## src/hw/rtl/gmr_pkg.sv

```systemverilog
// Package for the monotone grid reachability core.
// Holds field widths, stream packing offsets, codes, FSM and command types and the row spread function.
// Used by the core top, gmr_ctrl and gmr_datapath; depends on nothing.
`default_nettype none

package gmr_pkg;

  // Field and register widths
  localparam int ROW_W      = 6;
  localparam int GRID_W     = 64;
  localparam int CFG_W      = 7;
  localparam int CFG_IDX_W  = 1;
  // Rows reachable through a 6-bit row index
  localparam int ADDR_SPAN  = 64;

  // Stream payload widths (whole bytes)
  localparam int IN_DATA_W  = 96;
  localparam int OUT_DATA_W = 8;

  // Input tdata field offsets, lowest bit up
  localparam int OFS_ROW_INDEX = 0;
  localparam int OFS_ROW_BITS  = 6;
  localparam int OFS_SRC_ROW   = 70;
  localparam int OFS_SRC_COL   = 76;
  localparam int OFS_DST_ROW   = 82;
  localparam int OFS_DST_COL   = 88;

  // Request kinds carried on in_tuser
  localparam logic MODE_LOAD  = 1'b0;
  localparam logic MODE_QUERY = 1'b1;

  // Configuration register indexes
  localparam logic [CFG_IDX_W-1:0] CFG_ROWS_IN_USE = 1'b0;
  localparam logic [CFG_IDX_W-1:0] CFG_COLS_IN_USE = 1'b1;

  typedef enum logic [1:0] {
    ST_IDLE,
    ST_SWEEP,
    ST_FINISH
  } gmr_state_t;

  // Controller to datapath
  typedef struct packed {
    logic load;
    logic start;
    logic step;
    logic finish;
  } gmr_cmd_t;

  // Datapath to controller
  typedef struct packed {
    logic reject;
    logic last;
    logic out_free;
  } gmr_status_t;

  // Widen each reach bit to the right through its run of free cells.
  // The carry of freem + seed runs through a free run and stops past it.
  function automatic logic [GRID_W-1:0] spread_right(input logic [GRID_W-1:0] reach,
                                                     input logic [GRID_W-1:0] freem);
    logic [GRID_W-1:0] seed;
    logic [GRID_W-1:0] sum;
    seed = reach & freem;
    sum  = freem + seed;
    return freem & (~sum | seed);
  endfunction

endpackage

`default_nettype wire

```

## src/hw/rtl/gmr_ctrl.sv

```systemverilog
// Controller FSM of the grid reachability core: accepts requests, sequences the
// row sweep and hands the answer to the output register. Depends on gmr_pkg.
`default_nettype none

module gmr_ctrl (
  input  wire logic                clk,
  input  wire logic                rst_n,
  input  wire logic                in_tvalid,
  input  wire logic                in_tuser,
  output logic                     in_tready,
  input  wire gmr_pkg::gmr_status_t status,
  output gmr_pkg::gmr_cmd_t        cmd
);
  import gmr_pkg::*;

  gmr_state_t state_r, state_nxt;

  // Hold state
  always_ff @(posedge clk) begin
    if (!rst_n) begin
      state_r <= ST_IDLE;
    end else begin
      state_r <= state_nxt;
    end
  end

  // Next state and commands
  always_comb begin
    state_nxt = state_r;
    cmd       = '0;
    in_tready = 1'b0;
    unique case (state_r)
      ST_IDLE: begin
        in_tready = 1'b1;
        if (in_tvalid) begin
          if (in_tuser == MODE_LOAD) begin
            cmd.load = 1'b1;
          end else begin
            cmd.start = 1'b1;
            state_nxt = status.reject ? ST_FINISH : ST_SWEEP;
          end
        end
      end
      ST_SWEEP: begin
        cmd.step = 1'b1;
        if (status.last) begin
          state_nxt = ST_FINISH;
        end
      end
      ST_FINISH: begin
        if (status.out_free) begin
          cmd.finish = 1'b1;
          state_nxt  = ST_IDLE;
        end
      end
      default: begin
        state_nxt = ST_IDLE;
      end
    endcase
  end

endmodule

`default_nettype wire

```

## config.mk

```make
export PLATFORM = sky130hd
export DESIGN_NAME = gmr_ctrl
export DESIGN_NICKNAME = d
export VERILOG_FILES = /design/src/hw/rtl/gmr_pkg.sv /design/src/hw/rtl/gmr_ctrl.sv
export SDC_FILE = /design/constraint.sdc
export NUM_CORES = 1
export LEC_CHECK = 0
export BUFFER_PORTS_ARGS = -buffer_cell sky130_fd_sc_hd__buf_2
export CAP_MARGIN = 10
export CORE_AREA = 4 4 41 43
export CTS_BUF_LIST = sky130_fd_sc_hd__clkbuf_2 sky130_fd_sc_hd__clkbuf_4 sky130_fd_sc_hd__clkbuf_8
export DETAILED_ROUTE_END_ITERATION = 7
export DIE_AREA = 0 0 45 47
export GPL_TIMING_DRIVEN = 0
export PLACE_DENSITY = 0.4
export SLEW_MARGIN = 15
export SYNTH_ARGS = -nofsm -noshare
export SYNTH_HDL_FRONTEND = slang
export SYNTH_SLANG_ARGS = --single-unit
```

## constraint.sdc

```tcl
create_clock -name clk -period 1.3 [get_ports clk]
set_input_delay 0.26 -clock clk [delete_from_list [all_inputs] [get_ports clk]]
set_output_delay 0.26 -clock clk [all_outputs]
set_load 0.005 [all_outputs]
```

==> flow_metrics.py, run 1 <==
metrics = {
    "synth": {
        "net_count_after_synthesis": 24,
        "synth_sequential_area_ratio_pct": 24.8,
        "synthesis.instances": 17,
        "largest_family_of_logic_cells_by_synthesized_area": "simple AND/OR/NAND/NOR gates",
        "xor_and_xnor_area_share_after_synthesis_pct": 0,
        "ys_seq_elements": 2,
        "synth_compound_gate_area_share_pct": 21.7,
        "combined_area_of_all_synthesized_cells_sq_um": 161,
        "synth_area_leader_cell": "dfxtp_1",
        "yosysWarningCount": 0,
        "synth.distinct_cells": 16,
        "postSynthAreaPerCell_sq_um": 9.49,
        "synthMuxAreaShare_pct": 0,
        "post-synth-top-area-fraction_pct": 24.8,
        "yosys.area_share.simple_pct": 44.2,
        "synth_adder_area_share_pct": 0,
        "synthTopCellsByArea": "dfxtp_1 25%, a221oi_2 9.3%, buf_6 7.0%",
    },
    "job": {
        "cap_viol_max_count": 0,
    },
    "critical_path": {
        "critical_path.startpoint_type": "flip-flop",
        "worst_setup_path_endpoint": "cmd[3]",
        "sum_of_buffers_and_inverters_on_the_critical_path": 2,
        "worst_r2r_startpoint": "state_r[0]",
        "worst-setup-path-type": "reg2out",
        "startpoint": "state_r[0]",
        "endpoint_kind": "primary output",
        "reg2reg_slack_ns": 0.13,
        "worstReg2RegEnd": "state_r[1]",
        "critical-path-slowest-cell": "dfxtp_2",
        "worst-r2r-cell-count": 3,
        "critical_path_arrival_ns": 1.00,
        "critPathMaxFanout": 5,
        "required_ns": 1.04,
        "path_delay_family": "flip-flops",
        "worstSetupPathDepth": 3,
        "critical-path-max-stage-delay_ns": 0.31,
        "worstPathCellList": "buf_6, nor4b_2, buf_2",
    },
    "routing": {
        "detail_route.wl_per_cell_um": 10.6,
        "avgViaCountPerCell": 4.08,
        "drc_errors": 0,
        "ant_nets": 0,
        "num_vias": 196,
        "drt-pass1-iter-count": 1,
        "detail_route.iter0.violations": 0,
        "totalWireLength_um": 507,
    },
    "cells_and_area": {
        "antenna-diode-count": 0,
        "seqCellArea_sq_um": 42.5,
        "layoutNonFillerInstCount": 48,
        "synthToLayoutAreaGrowth_pct": 77.5,
        "share_of_layout_cells_above_drive_strength_1_pct": 72.7,
        "top_library_cells_by_usage_in_the_layout_fill_and_taps_aside": "12 x buf_2, 3 x clkbuf_4, 2 x dfxtp_2",
        "layout.nets": 42,
        "largest_reg_flops": 2,
        "largest_register": "state_r",
        "finish.instance_area_sq_um": 287,
        "multiInputGateArea_sq_um": 120,
        "most_common_cell_after_layout_fill_and_taps_aside": "buf_2",
        "reg.largest.list": "state_r: 2 flops",
        "filler_cell_count": 151,
    },
    "power_and_ir_drop": {
        "power.switching_fraction_pct": 25.1,
        "seq_power_share_pct": 26.6,
        "switchingPower_uw": 66.2,
        "clkPwrFrac_pct": 53.8,
        "comb_power_share_pct": 19.7,
        "worst_ir_drop_vdd_mv": 0.212,
        "power_density_nw_per_um2": 923,
        "internal-power_uw": 198,
        "p_leak_nw": 0.136,
    },
    "timing": {
        "min_period_ns": 1.26,
        "clock.fmax_mhz": 791,
        "tcrit_tclk_final_pct": 97.3,
        "finalClockSkew_ns": 0.00175,
        "timing.final.hold_violations": 0,
        "timing.final.ws_setup_ns": 0.0351,
        "hold-worst-slack_ns": 0.282,
        "rsz0062_at_grt": "true",
        "timing.final.max_slew_violations": 0,
        "actual_slew_at_the_worst_max_slew_pin_ns": 0.210,
        "finalSetupViolations": 0,
        "max_transition_margin_pct": 85.9,
    },
    "cts": {
        "path_clk_slew_ns": 0.03,
        "cts-root-to-sink-buffers": 2,
        "tritoncts": "yes",
        "cts-hold-fix-buffers": 0,
        "cts-buffers-inserted": 3,
        "worst_skew_pair.late_latency_ns": 0.23,
        "numClockSinks": 2,
        "root_buffer": "clkbuf_4",
        "cts_htree_levels": 1,
    },
    "global_route": {
        "number_of_antenna_violations_at_the_first_check_in_global_routing": 0,
        "grt_usage_pct": 6.23,
        "grt_start_max_net_pins": 11,
        "grt_first_pass_wirelength_um": 821,
        "globalRoute.totalOverflow": 0,
        "vias_in_the_first_global_route": 214,
    },
    "min_path": {
        "min-delay-path-class": "in2reg",
        "hp-start": "rst_n",
    },
    "place": {
        "place_congestion": 0.633,
        "port_buffers": 11,
        "post_dp_cell_area_sq_um": 235,
        "numPlacedInstances": 43,
        "dp_slack_ns": 0.175,
    },
    "floorplanning": {
        "num_rows": 13,
        "core_region_area_sq_um": 1300,
        "floorplan.initialDensity_pct": 12.4,
        "pin_count": 12,
        "fp.dieH_um": 47,
        "design.die.area_sq_um": 2120,
        "fp.dieW_um": 45,
    },
    "run_status": {
        "status": "finished clean",
    },
}
tightest hold or removal path, delay by kind of cell:
family / cells / cell delay, ns
AOI/OAI and AO/OA: 1 / 0.04
buffers and inverters: 2 / 0.16
how the worst min path moves through the flow:
| stage | cells after the start | to |
|---|---|---|
| floorplan | 2 | state_r[1] |
| global placement | 3 | state_r[1] |
| detailed placement | 3 | state_r[1] |
| CTS | 3 | state_r[1] |
| global route | 3 | state_r[1] |
| finish | 3 | state_r[1] |
per-layer routing:
metal  GRT usage (%)  vias up  wire length [um]
met5               0        -                 0
met4            7.02        0                14
met3            6.51        2                78
met2            7.63       13               199
met1            5.19       83               214
li1                -       98                 -
area by class of cell:
type / count / share of cell area (%)
Buffer: 1 / 3.93
Clock buffer: 3 / 7.86
Inverter: 1 / 1.31
Multi-Input combinational cell: 13 / 41.9
Sequential cell: 2 / 14.8
Tap cell: 15 / 6.55
Timing Repair Buffer: 13 / 23.6
stage by stage:
step,total power [mW],util [%],TNS [ns]
after global routing,0.285,22.0,-0.0335
after detailed placement,0.115,18.1,0
after CTS,0.262,20.4,0
after floorplan,0.0925,-,0
final,0.264,22.0,0
after global placement,0.114,18.1,0
power by group through the flow:
| stage | clock network [mW] | registers [mW] | logic, mW |
|---|---|---|---|
| after floorplan | 0 | 0.0679 | 0.0245 |
| after global placement | 0 | 0.0687 | 0.0454 |
| after detailed placement | 0 | 0.0688 | 0.0462 |
| after CTS | 0.145 | 0.0686 | 0.0478 |
| after global routing | 0.155 | 0.0709 | 0.0587 |
| final | 0.142 | 0.0702 | 0.0521 |
Yosys cell counts:
| cell | count |
|---|---|
| and3_1 | 1 |
| nand3b_1 | 1 |
| a21oi_1 | 1 |
| nor4b_1 | 1 |
| a221oi_2 | 1 |
| inv_1 | 1 |
| or3b_1 | 1 |
| and2b_2 | 1 |
| a211oi_1 | 1 |
| and3b_2 | 1 |
| buf_6 | 1 |
| nor2_1 | 1 |
| dfxtp_1 | 2 |
| nand4bb_1 | 1 |
| o21bai_1 | 1 |
| nand2b_1 | 1 |
logic make-up (layout without fill, tap and decap cells):
family,count (synthesis),in the layout
AND/OR/NAND/NOR,9,9
AO/OA/AOI/OAI,4,4
buffers and inverters,2,18
flip-flops,2,2
repair_timing:
item / 4_1_cts / 5_1_grt
cloned: 0 / 1
resized for setup: 2 / 3
setup endpoints to repair: 2 / 3
pin swaps: 0 / 1
setup buffers: 0 / 1
Note: power is estimated with default switching activity, not from simulation.
==> run 2, diff against run 1 <==
==> constraint.sdc (replaced) <==
create_clock -name clk -period 1.3 [get_ports clk]
set_input_delay 0 -clock clk [delete_from_list [all_inputs] [get_ports clk]]
set_output_delay 0 -clock clk [all_outputs]
set_load 0.005 [all_outputs]
==> run 2 against run 1 <==
Against the previous run: final area fell by 10%; first-iteration DRC count rose by 3; via count fell by 6.1%; setup slack improved by 0.12 ns; combinational power fell by 12%; largest cell class unchanged.
==> flow_metrics.py, run 2 (synthesized netlist as in run 1, its figures left out) <==
metrics = {
    "run_status": {
        "status": "finished clean",
    },
    "critical_path": {
        "worst-setup-path-type": "reg2reg",
        "required_ns": 1.43,
        "critPathMaxFanout": 8,
        "critical_path.startpoint_type": "flip-flop",
        "worst-r2r-cell-count": 2,
        "critical_path_arrival_ns": 1.28,
        "endpoint_kind": "flip-flop",
    },
    "place": {
        "dp_slack_ns": 0.175,
        "numPlacedInstances": 43,
        "place_congestion": 0.633,
        "post_dp_cell_area_sq_um": 235,
        "port_buffers": 11,
    },
    "global_route": {
        "globalRoute.totalOverflow": 0,
        "grt_start_max_net_pins": 11,
        "grt_first_pass_wirelength_um": 793,
        "grt_usage_pct": 5.91,
        "number_of_antenna_violations_at_the_first_check_in_global_routing": 0,
        "vias_in_the_first_global_route": 204,
    },
    "routing": {
        "drc_errors": 0,
        "drt-pass1-iter-count": 3,
        "num_vias": 184,
        "detail_route.iter0.violations": 3,
        "detail_route.wl_per_cell_um": 9.67,
        "ant_nets": 0,
        "avgViaCountPerCell": 4.00,
        "totalWireLength_um": 445,
    },
    "job": {
        "cap_viol_max_count": 0,
    },
    "cts": {
        "cts_setup_buffers": 0,
        "tritoncts": "yes",
        "cts-buffers-inserted": 3,
        "root_buffer": "clkbuf_4",
        "cts_htree_levels": 1,
        "cts-root-to-sink-buffers": 2,
        "cts-hold-fix-buffers": 0,
        "postCtsResizedCells": 0,
        "numClockSinks": 2,
        "path_clk_slew_ns": 0.03,
        "worst_skew_pair.late_latency_ns": 0.23,
    },
    "timing": {
        "timing.final.max_slew_violations": 0,
        "timing.final.hold_violations": 0,
        "clock.fmax_mhz": 874,
        "tcrit_tclk_final_pct": 88.0,
        "finalSetupTns_ns": 0,
        "actual_slew_at_the_worst_max_slew_pin_ns": 0.220,
        "max_transition_margin_pct": 85.1,
        "min_period_ns": 1.14,
        "finalSetupViolations": 0,
        "timing.final.ws_setup_ns": 0.156,
        "rsz0062_at_grt": "false",
        "finalClockSkew_ns": 0.00444,
    },
    "cells_and_area": {
        "most_common_cell_after_layout_fill_and_taps_aside": "buf_2",
        "layout.nets": 40,
        "largest_reg_flops": 2,
        "synthToLayoutAreaGrowth_pct": 59.7,
        "layoutNonFillerInstCount": 46,
        "top_library_cells_by_usage_in_the_layout_fill_and_taps_aside": "11 x buf_2, 3 x clkbuf_4, 2 x dfxtp_1",
        "share_of_layout_cells_above_drive_strength_1_pct": 58.1,
        "antenna-diode-count": 0,
        "largest_register": "state_r",
        "reg.largest.list": "state_r: 2 flops",
        "finish.instance_area_sq_um": 258,
    },
    "floorplanning": {
        "core_region_area_sq_um": 1300,
        "num_rows": 13,
        "fp.dieH_um": 47,
        "floorplan.initialDensity_pct": 12.4,
        "fp.dieW_um": 45,
        "design.die.area_sq_um": 2120,
        "pin_count": 12,
    },
    "min_path": {
        "min-delay-path-class": "in2reg",
        "holdPathStages": 3,
    },
    "power_and_ir_drop": {
        "clkPwrFrac_pct": 54.7,
        "seq_power_share_pct": 27.1,
        "design_power_total_uw": 252,
        "power.switching_fraction_pct": 23.4,
        "worst_ir_drop_vdd_mv": 0.255,
        "p_leak_nw": 0.119,
        "comb_power_share_pct": 18.2,
        "switchingPower_uw": 58.8,
        "power_density_nw_per_um2": 976,
        "internal-power_uw": 193,
    },
}
## run 2: critical path, stage by stage (launching register included)
cell and delay [ns]:
dfxtp_1 0.43, or3b_1 0.39, a221oi_2 0.24
## run 2: power groups by stage
stage	Clock (mW)	Combinational, mW	Sequential (mW)
2_1_floorplan	0	0.0245	0.0679
3_3_place_gp	0	0.0454	0.0687
3_5_place_dp	0	0.0462	0.0688
4_1_cts	0.145	0.0463	0.0680
5_1_grt	0.151	0.0521	0.0689
6_report	0.138	0.0459	0.0681
## run 2: layout make-up
class | count | area [sq um]
well taps | 15 | 18.8
flip-flops and latches | 2 | 40.0
multi-input cells | 13 | 106
fillers | 154 | 1040
plain buffers | 1 | 11.3
repair buffers | 11 | 55.1
clock buffers | 3 | 22.5
inverters | 1 | 3.75
## run 2: per-layer routing
| metal | track usage (%) | vias to the layer above | wire, um |
|---|---|---|---|
| li1 | - | 94 | - |
| met1 | 5.42 | 75 | 209 |
| met2 | 7.06 | 13 | 153 |
| met3 | 6.51 | 2 | 77 |
| met4 | 5.26 | 0 | 6 |
| met5 | 0 | - | 0 |
## run 2: worst paths after layout
kind	end	slack, ns	from
worst max-delay path	state_r[1]	0.16	state_r[1]
worst min-delay path	state_r[1]	0.04	rst_n
worst max register to register	state_r[1]	0.16	state_r[1]
worst min register to register	state_r[0]	0.56	state_r[1]
## run 2: per-stage QoR
| step | util [%] | hold slack, ns |
|---|---|---|
| final | 19.8 | 0.0364 |
| after global routing | 19.8 | 0.0691 |
| after CTS | 19.8 | 0.0275 |
| after detailed placement | 18.1 | 0.264 |
| after global placement | 18.1 | 0.263 |
| after floorplan | - | 0.0340 |
